**src/mcpg_pkg.sv**
```systemverilog
package mcpg_pkg;

	// field widths
	localparam int BEAT_W     = 48;
	localparam int PPQ_W      = 7;
	localparam int MCU_W      = 5;
	localparam int BYTE_W     = 8;
	localparam int CNT_W      = 5;
	localparam int CFG_IDX_W  = 1;
	localparam int CFG_DATA_W = 7;

	localparam int FRACTION_BITS_DEF = 16;

	// register indexes
	localparam logic [CFG_IDX_W-1:0] REG_PPQ = 1'd0;
	localparam logic [CFG_IDX_W-1:0] REG_MCU = 1'd1;

	localparam logic [PPQ_W-1:0] PPQ_RESET = 7'd24;
	localparam logic [MCU_W-1:0] MCU_RESET = 5'd4;
	localparam logic [MCU_W-1:0] CATCH_UP_CAP = 5'd16;

	// operation codes
	localparam logic OP_POLL     = 1'b0;
	localparam logic OP_SHUTDOWN = 1'b1;

	// real-time bytes
	localparam logic [BYTE_W-1:0] BYTE_CLOCK = 8'hF8;
	localparam logic [BYTE_W-1:0] BYTE_START = 8'hFA;
	localparam logic [BYTE_W-1:0] BYTE_STOP  = 8'hFC;

	typedef struct packed {
		logic load;
		logic mul;
		logic eval;
		logic pop;
	} dp_cmd_t;

	typedef struct packed {
		logic pending;
		logic last;
	} dp_status_t;

endpackage

```
**src/mcpg_ifs.sv**
```systemverilog
interface mcpg_poll_if;
	logic                           valid;
	logic                           ready;
	logic                           operation;
	logic                           beat_valid;
	logic                           outputs_present;
	logic                           playing;
	logic signed [mcpg_pkg::BEAT_W-1:0] beat_position;

	modport source (output valid, operation, beat_valid, outputs_present, playing,
		beat_position, input ready);
	modport sink (input valid, operation, beat_valid, outputs_present, playing,
		beat_position, output ready);
endinterface

interface mcpg_result_if;
	logic                        valid;
	logic                        ready;
	logic [mcpg_pkg::BYTE_W-1:0] midi_byte;
	logic                        last_of_run;

	modport source (output valid, midi_byte, last_of_run, input ready);
	modport sink (input valid, midi_byte, last_of_run, output ready);
endinterface

interface mcpg_cfg_if;
	logic                            valid;
	logic                            ready;
	logic [mcpg_pkg::CFG_IDX_W-1:0]  index;
	logic [mcpg_pkg::CFG_DATA_W-1:0] data;

	modport source (output valid, index, data, input ready);
	modport sink (input valid, index, data, output ready);
endinterface

```
**src/mcpg_dp.sv**
```systemverilog
module mcpg_dp #(
	parameter int FRACTION_BITS = mcpg_pkg::FRACTION_BITS_DEF
) (
	input  logic                                clk,
	input  logic                                arst_n,
	input  mcpg_pkg::dp_cmd_t                   cmd,
	output mcpg_pkg::dp_status_t                status,
	input  logic                                operation,
	input  logic                                beat_valid,
	input  logic                                outputs_present,
	input  logic                                playing,
	input  logic signed [mcpg_pkg::BEAT_W-1:0]  beat_position,
	input  logic                                cfg_we,
	input  logic [mcpg_pkg::CFG_IDX_W-1:0]      cfg_index,
	input  logic [mcpg_pkg::CFG_DATA_W-1:0]     cfg_data,
	output logic [mcpg_pkg::BYTE_W-1:0]         midi_byte,
	output logic                                last_of_run
);

	localparam int PROD_W  = mcpg_pkg::BEAT_W + mcpg_pkg::PPQ_W + 1;
	localparam int PULSE_W = PROD_W - FRACTION_BITS;
	localparam int CNT_W   = mcpg_pkg::CNT_W;

	// configuration
	logic [mcpg_pkg::PPQ_W-1:0] ppq_q;
	logic [mcpg_pkg::MCU_W-1:0] mcu_q;

	// captured item
	logic                              op_q;
	logic                              bvalid_q;
	logic                              outs_q;
	logic                              play_q;
	logic signed [mcpg_pkg::BEAT_W-1:0] beat_q;
	logic signed [PROD_W-1:0]           prod_q;

	// state and emission queue
	logic                      started_q;
	logic signed [PULSE_W-1:0] last_pulse_q;
	logic                      start_q;
	logic                      stop_q;
	logic [CNT_W-1:0]          clocks_q;

	logic signed [PULSE_W-1:0] pulse;
	logic signed [PULSE_W-1:0] base;
	logic signed [PULSE_W:0]   due;
	logic signed [PULSE_W:0]   limit_wide;
	logic [CNT_W-1:0]          limit;
	logic                      due_pos;
	logic                      due_over;
	logic [CNT_W-1:0]          clocks_new;
	logic [CNT_W:0]            remaining;

	always_ff @(posedge clk or negedge arst_n) begin
		if (!arst_n) begin
			ppq_q <= mcpg_pkg::PPQ_RESET;
			mcu_q <= mcpg_pkg::MCU_RESET;
		end else if (cfg_we) begin
			if (cfg_index == mcpg_pkg::REG_PPQ) begin
				ppq_q <= cfg_data;
			end else if (cfg_index == mcpg_pkg::REG_MCU) begin
				mcu_q <= cfg_data[mcpg_pkg::MCU_W-1:0];
			end
		end
	end

	always_ff @(posedge clk) begin
		if (cmd.load) begin
			op_q     <= operation;
			bvalid_q <= beat_valid;
			outs_q   <= outputs_present;
			play_q   <= playing;
			beat_q   <= beat_position;
		end
		if (cmd.mul) begin
			prod_q <= PROD_W'(beat_q * $signed({1'b0, ppq_q}));
		end
	end

	// floor division by the fraction scale is an arithmetic shift
	always_comb begin
		pulse      = PULSE_W'(prod_q >>> FRACTION_BITS);
		base       = started_q ? last_pulse_q : pulse;
		due        = (PULSE_W+1)'(pulse) - (PULSE_W+1)'(base);
		limit      = (mcu_q > mcpg_pkg::CATCH_UP_CAP) ? mcpg_pkg::CATCH_UP_CAP : mcu_q;
		limit_wide = (PULSE_W+1)'(limit);
		due_pos    = !due[PULSE_W] && (due != '0);
		due_over   = due > limit_wide;
		if (due_over) begin
			clocks_new = limit;
		end else if (due_pos) begin
			clocks_new = due[CNT_W-1:0];
		end else begin
			clocks_new = '0;
		end
	end

	always_ff @(posedge clk or negedge arst_n) begin
		if (!arst_n) begin
			started_q    <= 1'b0;
			last_pulse_q <= '0;
			start_q      <= 1'b0;
			stop_q       <= 1'b0;
			clocks_q     <= '0;
		end else if (cmd.eval) begin
			if (op_q == mcpg_pkg::OP_SHUTDOWN) begin
				stop_q       <= started_q && outs_q;
				started_q    <= 1'b0;
				last_pulse_q <= '0;
			end else if (bvalid_q && outs_q) begin
				if (!play_q) begin
					stop_q    <= started_q;
					started_q <= 1'b0;
				end else begin
					start_q      <= !started_q;
					started_q    <= 1'b1;
					clocks_q     <= clocks_new;
					last_pulse_q <= due_pos ? pulse : base;
				end
			end
		end else if (cmd.pop) begin
			if (start_q) begin
				start_q <= 1'b0;
			end else if (clocks_q != '0) begin
				clocks_q <= clocks_q - 1'b1;
			end else begin
				stop_q <= 1'b0;
			end
		end
	end

	assign remaining = (CNT_W+1)'(clocks_q) + (CNT_W+1)'(start_q) + (CNT_W+1)'(stop_q);

	always_comb begin
		if (start_q) begin
			midi_byte = mcpg_pkg::BYTE_START;
		end else if (clocks_q != '0) begin
			midi_byte = mcpg_pkg::BYTE_CLOCK;
		end else begin
			midi_byte = mcpg_pkg::BYTE_STOP;
		end
	end

	assign last_of_run    = remaining == (CNT_W+1)'(1);
	assign status.pending = remaining != '0;
	assign status.last    = last_of_run;

endmodule

```
**src/mcpg_ctrl.sv**
```systemverilog
module mcpg_ctrl (
	input  logic                 clk,
	input  logic                 arst_n,
	input  logic                 in_valid,
	output logic                 in_ready,
	output logic                 out_valid,
	input  logic                 out_ready,
	input  mcpg_pkg::dp_status_t status,
	output mcpg_pkg::dp_cmd_t    cmd
);

	localparam logic [1:0] S_IDLE = 2'd0;
	localparam logic [1:0] S_MUL  = 2'd1;
	localparam logic [1:0] S_EVAL = 2'd2;
	localparam logic [1:0] S_EMIT = 2'd3;

	logic [1:0] state_q;
	logic [1:0] state_d;

	assign in_ready  = state_q == S_IDLE;
	assign out_valid = (state_q == S_EMIT) && status.pending;

	assign cmd.load = in_valid && in_ready;
	assign cmd.mul  = state_q == S_MUL;
	assign cmd.eval = state_q == S_EVAL;
	assign cmd.pop  = out_valid && out_ready;

	always_comb begin
		state_d = state_q;
		case (state_q)
			S_IDLE: begin
				if (in_valid) state_d = S_MUL;
			end
			S_MUL:  state_d = S_EVAL;
			S_EVAL: state_d = S_EMIT;
			S_EMIT: begin
				// nothing to send, or last byte taken
				if (!status.pending || (out_ready && status.last)) state_d = S_IDLE;
			end
			default: state_d = S_IDLE;
		endcase
	end

	always_ff @(posedge clk or negedge arst_n) begin
		if (!arst_n) begin
			state_q <= S_IDLE;
		end else begin
			state_q <= state_d;
		end
	end

endmodule

```
**src/midi_clock_pulse_generator.sv**
```systemverilog
// MIDI beat clock generator: each poll beat carries a signed fixed-point beat
// position (FRACTION_BITS fraction bits) plus valid, outputs-present and playing
// flags; a shutdown beat ends the session. The block answers with real-time
// bytes phase-locked to the beat: Start (0xFA) on a new play, one Clock (0xF8)
// per whole pulse gained (pulse = floor(beat * pulses_per_quarter)), at most
// max_catch_up (capped at 16) per item, and Stop (0xFC) when transport stops or
// on shutdown after a start. The final byte of an item has last_of_run set.
// Sequence: an item is captured in the idle state, the pulse product is formed in
// the multiply state and the decision in the evaluate state, then the result bytes
// leave one per cycle while the result side is ready; no new item is accepted
// until the last byte of the current item has been taken. Config
// registers (index 0 pulses_per_quarter, index 1 max_catch_up) are always ready.
module midi_clock_pulse_generator #(
	parameter int FRACTION_BITS = mcpg_pkg::FRACTION_BITS_DEF
) (
	input  logic          clk,
	input  logic          arst_n,
	mcpg_poll_if.sink     poll,
	mcpg_result_if.source result,
	mcpg_cfg_if.sink      cfg
);

	mcpg_pkg::dp_cmd_t    cmd;
	mcpg_pkg::dp_status_t status;

	// config writes never stall
	assign cfg.ready = 1'b1;

	// sequencer: idle, multiply, decide, emit
	mcpg_ctrl u_ctrl (
		.clk       (clk),
		.arst_n    (arst_n),
		.in_valid  (poll.valid),
		.in_ready  (poll.ready),
		.out_valid (result.valid),
		.out_ready (result.ready),
		.status    (status),
		.cmd       (cmd)
	);

	// pulse arithmetic, session state and the byte queue
	mcpg_dp #(
		.FRACTION_BITS (FRACTION_BITS)
	) u_dp (
		.clk             (clk),
		.arst_n          (arst_n),
		.cmd             (cmd),
		.status          (status),
		.operation       (poll.operation),
		.beat_valid      (poll.beat_valid),
		.outputs_present (poll.outputs_present),
		.playing         (poll.playing),
		.beat_position   (poll.beat_position),
		.cfg_we          (cfg.valid && cfg.ready),
		.cfg_index       (cfg.index),
		.cfg_data        (cfg.data),
		.midi_byte       (result.midi_byte),
		.last_of_run     (result.last_of_run)
	);

endmodule

```
**src/flat_wrapper.sv**
```systemverilog
// flat-port wrapper written by rule: the top's interface ports become plain ports
module midi_clock_pulse_generator_flat 
#(
	parameter int FRACTION_BITS = mcpg_pkg::FRACTION_BITS_DEF
)
  (clk, arst_n, poll_valid, poll_operation, poll_beat_valid, poll_outputs_present, poll_playing, poll_beat_position, poll_ready, result_valid, result_midi_byte, result_last_of_run, result_ready, cfg_valid, cfg_index, cfg_data, cfg_ready);
  mcpg_poll_if poll_i ();
  mcpg_result_if result_i ();
  mcpg_cfg_if cfg_i ();
  input  logic clk;
  input  logic arst_n;
  input wire logic [$bits(poll_i.valid)-1:0] poll_valid;
  input wire logic [$bits(poll_i.operation)-1:0] poll_operation;
  input wire logic [$bits(poll_i.beat_valid)-1:0] poll_beat_valid;
  input wire logic [$bits(poll_i.outputs_present)-1:0] poll_outputs_present;
  input wire logic [$bits(poll_i.playing)-1:0] poll_playing;
  input wire logic [$bits(poll_i.beat_position)-1:0] poll_beat_position;
  output wire logic [$bits(poll_i.ready)-1:0] poll_ready;
  output wire logic [$bits(result_i.valid)-1:0] result_valid;
  output wire logic [$bits(result_i.midi_byte)-1:0] result_midi_byte;
  output wire logic [$bits(result_i.last_of_run)-1:0] result_last_of_run;
  input wire logic [$bits(result_i.ready)-1:0] result_ready;
  input wire logic [$bits(cfg_i.valid)-1:0] cfg_valid;
  input wire logic [$bits(cfg_i.index)-1:0] cfg_index;
  input wire logic [$bits(cfg_i.data)-1:0] cfg_data;
  output wire logic [$bits(cfg_i.ready)-1:0] cfg_ready;
  assign poll_i.valid = poll_valid;
  assign poll_i.operation = poll_operation;
  assign poll_i.beat_valid = poll_beat_valid;
  assign poll_i.outputs_present = poll_outputs_present;
  assign poll_i.playing = poll_playing;
  assign poll_i.beat_position = poll_beat_position;
  assign poll_ready = poll_i.ready;
  assign result_valid = result_i.valid;
  assign result_midi_byte = result_i.midi_byte;
  assign result_last_of_run = result_i.last_of_run;
  assign result_i.ready = result_ready;
  assign cfg_i.valid = cfg_valid;
  assign cfg_i.index = cfg_index;
  assign cfg_i.data = cfg_data;
  assign cfg_ready = cfg_i.ready;
  midi_clock_pulse_generator #(.FRACTION_BITS(FRACTION_BITS)) u_core (.clk(clk), .arst_n(arst_n), .poll(poll_i), .result(result_i), .cfg(cfg_i));
endmodule
```
**config.mk**
```make
export PLATFORM = sky130hd
export DESIGN_NAME = midi_clock_pulse_generator_flat
export DESIGN_NICKNAME = d
export VERILOG_FILES = /design/src/mcpg_pkg.sv /design/src/mcpg_ifs.sv /design/src/mcpg_dp.sv /design/src/mcpg_ctrl.sv /design/src/midi_clock_pulse_generator.sv /design/src/flat_wrapper.sv
export SDC_FILE = /design/constraint.sdc
export NUM_CORES = 1
export LEC_CHECK = 0
export BUFFER_PORTS_ARGS = -buffer_cell sky130_fd_sc_hd__buf_2
export CORE_ASPECT_RATIO = 0.6
export CORE_MARGIN = 2
export CORE_UTILIZATION = 57
export CTS_CLUSTER_DIAMETER = 40
export DETAILED_ROUTE_END_ITERATION = 10
export PLACE_DENSITY = 0.74
export RECOVER_POWER = 100
export SETUP_SLACK_MARGIN = 0.15
export SLEW_MARGIN = 20
export SYNTH_ARGS = -nofsm -noshare
export SYNTH_HDL_FRONTEND = slang
export SYNTH_SLANG_ARGS = --single-unit
```
**constraint.sdc**
```tcl
create_clock -name clk -period 10.2 [get_ports clk]
set_input_delay 1.02 -clock clk [delete_from_list [all_inputs] [get_ports clk]]
set_output_delay 1.02 -clock clk [all_outputs]
set_load 0.02 [all_outputs]
```
* Word-level counts from Yosys, hierarchy flattened
Index checks and enable logic that the tools add are counted.
Operators by class: add/subtract/negate cells 4, multiply operators 1, magnitude comparators 2, equality and inequality tests 13, mux-type cells 35, bitwise logic cells 1, reduce and logical (&&, ||, !) cells 27
Operator list (count):
- two-way mux 40 bit | 5
- multiplier 48 x 8 -> 56 bit | 1
- two-way mux 5 bit | 10
- greater-than comparator 41 x 6 -> 1 bit | 1
- nonzero test 41 bit | 1
- subtractor 40 x 40 -> 41 bit | 1
- two-way mux 1 bit | 15
- inequality test 2 bit, second input constant | 4
- case mux 2 bit (4 select lines) | 1
- AND reduction 2 bit | 4
- nonzero test 2 bit | 4
- logical AND 1 bit | 7
- adder 5 x 1 -> 6 bit | 1
- adder 6 x 1 -> 6 bit | 1
- == test 6 x 1 -> 1 bit, second input constant | 1
- two-way mux 3 bit | 2
- inequality test 2 x 1 -> 1 bit, second input constant | 3
- inequality test 3 bit, second input constant | 2
- AND reduction 6 bit | 1
- nonzero test 6 bit | 1
- greater-than comparator 5 bit, second input constant | 1
- AND reduction 5 bit | 1
- nonzero test 5 bit | 1
- subtractor 5 x 1 -> 5 bit, second input constant | 1
- other kinds (9) | 13
Storage, ports and cells: register bits 170, bits of input ports 65, output and inout bits 12, logic and storage cells 97

* Depth between registers and ports, before layout
depth after elaboration 10, depth in mapped cells 22, mapped depth without buffers 21

* Hierarchy
A second synthesis with hierarchy kept.
Second synthesis, totals: cells, all modules 2059, area, all modules 19980.4 um2
Modules (own cells, without submodules):
- mcpg_dp | instances 1, cells an instance 2039, area each 19784.0 um2, sequential area each 4267.8 um2
- mcpg_ctrl | instances 1, cells an instance 18, area each 185.2 um2, sequential area each 50.0 um2
- midi_clock_pulse_generator | instances 1, cells an instance 2, area each 11.3 um2, sequential area each 0.0 um2

* Worst setup path after synthesis
Ideal clock, no wire load.
kind flip-flop to flip-flop, start register u_core.u_dp.ppq_q[3] (netlist name), end register u_core.u_dp.prod_q[50] (data pin), library setup time 0.146 ns, arrival time 5.392 ns, data required time 10.054 ns, setup slack 4.662 ns, stages on the path, launching flop included 21, path buffers 1, period minus slack after synthesis 5.538 ns, cells stage by stage dfstp_2 -> clkbuf_1 -> and2_1 -> fa_1 -> fa_1 -> fa_1 -> inv_1 -> fa_1 -> inv_1 -> ha_1 -> a211oi_1 -> o21ai_0 -> o22ai_1 -> o32ai_1 -> a21oi_1 -> o31a_1 -> o21a_1 -> o31ai_1 -> a21oi_1 -> nand2b_1 -> a21oi_1
Between the ends: longest elaborated chain between the ends 1
RTL lines:
- from (decl) | RTL line mcpg_dp.sv:25 | logic [mcpg_pkg::PPQ_W-1:0] ppq_q;
- from (signal assigned) | RTL line mcpg_dp.sv:55 | ppq_q <= mcpg_pkg::PPQ_RESET;
- from (signal assigned) | RTL line mcpg_dp.sv:59 | ppq_q <= cfg_data;
- multiplier 48 x 8 -> 56 bit | RTL line mcpg_dp.sv:75 | prod_q <= PROD_W'(beat_q * $signed({1'b0, ppq_q}));
- to (signal assigned) | RTL line mcpg_dp.sv:75
- to (decl) | RTL line mcpg_dp.sv:34 | logic signed [PROD_W-1:0] prod_q;
Every way passes these cells. A chain may end at the register's enable or synchronous reset.

* Final worst setup path
start register u_core.u_dp.started_q, end register u_core.u_dp.last_pulse_q[14]
Between the ends: longest elaborated chain between the ends 8, elaborated cells between the ends (all ways) 9, those cells by class 1 x add/sub; 5 x mux; 3 x reduce/logical
RTL lines:
- from (decl) | RTL line mcpg_dp.sv:37 | logic started_q;
- from (signal assigned) | RTL line mcpg_dp.sv:99 | started_q <= 1'b0;
- from (signal assigned) | RTL line mcpg_dp.sv:107 | started_q <= 1'b0;
- from (signal assigned) | RTL line mcpg_dp.sv:112 | started_q <= 1'b0;
- two-way mux 40 bit (*) | RTL line mcpg_dp.sv:82 | base = started_q ? last_pulse_q : pulse;
- subtractor 40 x 40 -> 41 bit | RTL line mcpg_dp.sv:83 | due = (PULSE_W+1)'(pulse) - (PULSE_W+1)'(base);
- nonzero test 41 bit / logical NOT 1 bit (equally long branches) | RTL line mcpg_dp.sv:86 | due_pos = !due[PULSE_W] && (due != '0);
- logical AND 1 bit | RTL line mcpg_dp.sv:86
- two-way mux 40 bit (*) | RTL line mcpg_dp.sv:117 | last_pulse_q <= due_pos ? pulse : base;
- two-way mux 40 bit (*) | RTL line mcpg_dp.sv:110 | if (!play_q) begin
- two-way mux 40 bit (*) | RTL line mcpg_dp.sv:109 | end else if (bvalid_q && outs_q) begin
- two-way mux 40 bit (*) | RTL line mcpg_dp.sv:105 | if (op_q == mcpg_pkg::OP_SHUTDOWN) begin
- to (signal assigned) | RTL line mcpg_dp.sv:117
- to (decl) | RTL line mcpg_dp.sv:38 | logic signed [PULSE_W-1:0] last_pulse_q;
Every way passes the cells marked *; elsewhere a longest branch is shown, timed or not. The select of a mux whose other input is x is not followed.

==> out/metrics.yaml <==
fin_worst_skew_ps: 13.6
dpl_cell_area_um2: 21000
nets: 2587
hold_start: "u_core.u_dp.last_pulse_q[36]"
synth.largest_area_cell: "fa_1"
netlist_area_um2: 20300
synth_compound_area_frac: 0.140
met2_length_um: 22600
track_usage: 0.288
synth.most_common_cell: "inv_1"
ant_nets: 0
fin_area_um2: 21400
synth_top_area_share: 0.243
initial_utilization: 0.579
avgSynthCellArea_um2: 9.69
crit_required_ps: 10550
reg2reg_from: "u_core.u_dp.started_q"
routed_via_density: 5.91
post_cts_buffers: 0
yosys.area_share.simple: 0.170
clockBufferDepth: 2
num_rows: 53
drt-met1-wl_um: 22600
wl_um: 49800
cts-root-buf: "clkbuf_16"
multiInputGateArea_um2: 14200
grt_max_degree: 64
status: "finished with violations"
hold_path_class: "flop to flop"
drive_above_1_share: 0.0710
fin_crit_sh: 0.738
async_flop_share: 0.403
die_area_um2: 37200
worstPathArrival_ps: 7880
synth-edff-count: 92
violations: "capacitance limit, slew limit"
path_cells: "buf_4 > mux2i_1 > ha_1 > inv_1 > a222oi_1 > o221ai_1 > nor4_1 > o2111ai_1 > nor4_1 > nand4_1 > or4_1 > or2_0 > or4_1 > o221ai_1"
top_layer: "met4"
seq_area_frac_synth: 0.213
worstSetupStartpointType: "flop"
crit_fanout: 63
ys_types: 83
synth_top_family_by_area: "adder cells"
fp.coreArea_um2: 35100
antenna_found_initial: 1
areaGrowthSynthToFinish_pct: 5.22
postCtsResizedCells: 0
drv_slew: 198
fmax_ghz: 0.133
synth_ff_type: "edfxtp_1"
hold_buffers: 0
yosys_warnings: 0
relSlewSlack: -1.50
cts_tree: "done"
tns_ps: 0
ys_ff_latch: 154
cp_slowest_cell: "or4_1"
worstSkewPairLatency_ps: 470
die_h_um: 150
port-buffer-count: 69
cts-htree-levels: 4
worst_slew_pin_slew_ps: 3750
die_w_um: 248
grt_pass1_vias: 15900
setup_viol: 0
startpoint: "u_core.u_dp.started_q"
synthMuxAreaShare: 0.0294
rsz0062_at_grt: "false"
io_pins: 77
drc: 0
clk_pin_slew_ps: 80
synth-xor-area-share: 0.0237
fillers: 2944
netlist_top_cells_area: "fa_1 (24%), edfxtp_1 (14%), ha_1 (10%), and2_1 (8.6%), dfrtp_1 (7.3%)"
slowest_delay_ps: 1340
worst_hold_slack_ps: 536
syn-instance-count: 2097
drt_iter0_markers: 1400
hold_violations: 0
hpwl_um: 38200
crit_path_end_kind: "flop"
period_needed_ps: 7530
grt-ovfl-total: 0
avgRoutedWirePerCell_um: 19.2
cts_sinks: 154
synthTopCellsByCount: "inv_1 (323), and2_1 (280), fa_1 (247), ha_1 (162), nand2_1 (130)"
crit_type: "flop to flop"
grt_pass1_wl_um: 83300
met3WireLength_um: 3770
drv_cap: 4
drtPass1Iterations: 6
seq_area_um2: 4320
synthAdderAreaFrac: 0.343
globalplace.congestion: 0.902
numCtsBuffers: 17
vias: 15300
cell type report:
class / count / area share
Antenna cell: 1 / 0.000117
Clock buffer: 21 / 0.0235
Clock inverter: 11 / 0.00568
Inverter: 324 / 0.0569
Multi-Input combinational cell: 1534 / 0.665
Sequential cell: 154 / 0.202
Tap cell: 467 / 0.0273
Timing Repair Buffer: 82 / 0.0197
stage by stage:
stage | setup slack [ps] | cells | utilization
after floorplan | 4660 | 2102 | -
after global placement | 3730 | 2561 | 0.598
after detailed placement | 3620 | 2561 | 0.598
after CTS | 3580 | 2593 | 0.616
after global routing | 2280 | 2594 | 0.609
final | 2670 | 2594 | 0.609
metal layers:
layer,vias up,GRT usage
li1,7047,-
met1,7676,0.405
met2,539,0.461
met3,57,0.0642
met4,0,0.0569
met5,-,0.00267
flip-flops by register name, indices dropped and copies added (netlist names), 2 cells and up:
register	flops
u_core.u_dp.clocks_q	5
u_core.u_dp.last_pulse_q	40
u_core.u_dp.prod_q	40
u_core.u_ctrl.state_q	2
u_core.u_dp.ppq_q	7
u_core.u_dp.mcu_q	5
u_core.u_dp.beat_q	48
worst max-delay path: cells and delay by family, from the launching register on:
| kind | cells | cell delay [ps] |
|---|---|---|
| flip-flops | 1 | 910 |
| AND/OR/NAND/NOR | 6 | 3410 |
| multiplexers | 1 | 190 |
| AO/OA/AOI/OAI | 4 | 1370 |
| adder cells (fa/ha/maj) | 1 | 500 |
| buffers and inverters | 2 | 940 |
worst paths after layout:
check	to	cells past startpoint	slack, ps
min in group asynchronous	u_core.u_dp.last_pulse_q[1]	2	1940
worst max-delay path	u_core.u_dp.last_pulse_q[14]	14	2670
worst min-delay path	u_core.u_dp.last_pulse_q[36]	2	540
max in group asynchronous	u_core.u_dp.last_pulse_q[39]	2	6120
worst min register to register	u_core.u_dp.last_pulse_q[36]	2	540
worst max register to register	u_core.u_dp.last_pulse_q[14]	14	2670
placed cells by master, fill, tap and decap left out, drive strengths merged, types with 7 or more instances in the layout:
cell,count
o221ai,44
nand3,65
a21o,32
xor2,21
inv,330
xnor2,34
and2,280
o211ai,11
mux2,13
ha,162
nand4,17
o21ai,52
fa,247
edfxtp,92
clkbuf,32
nor2b,10
nor4,7
dfrtp,59
conb,7
nand2b,9
a2bb2oi,40
o31ai,8
o21a,20
mux2i,45
or3,7
nor2,58
buf,71
a31oi,13
a211oi,11
nor3,16
a21oi,90
nand2,133
and3,7
cells by family (layout without fill, tap and decap cells):
kind of cell / Yosys count / after routing
fa+ha+maj: 409 / 409
mux: 58 / 58
other cells: 2 / 8
flops: 154 / 154
simple gates: 636 / 636
xor+xnor: 55 / 55
compound gates: 369 / 369
buf+inv: 414 / 438
Power is left out: the tool's default activity adds up to more than one toggle a clock period on the data nets, which glitch-free logic cannot reach.
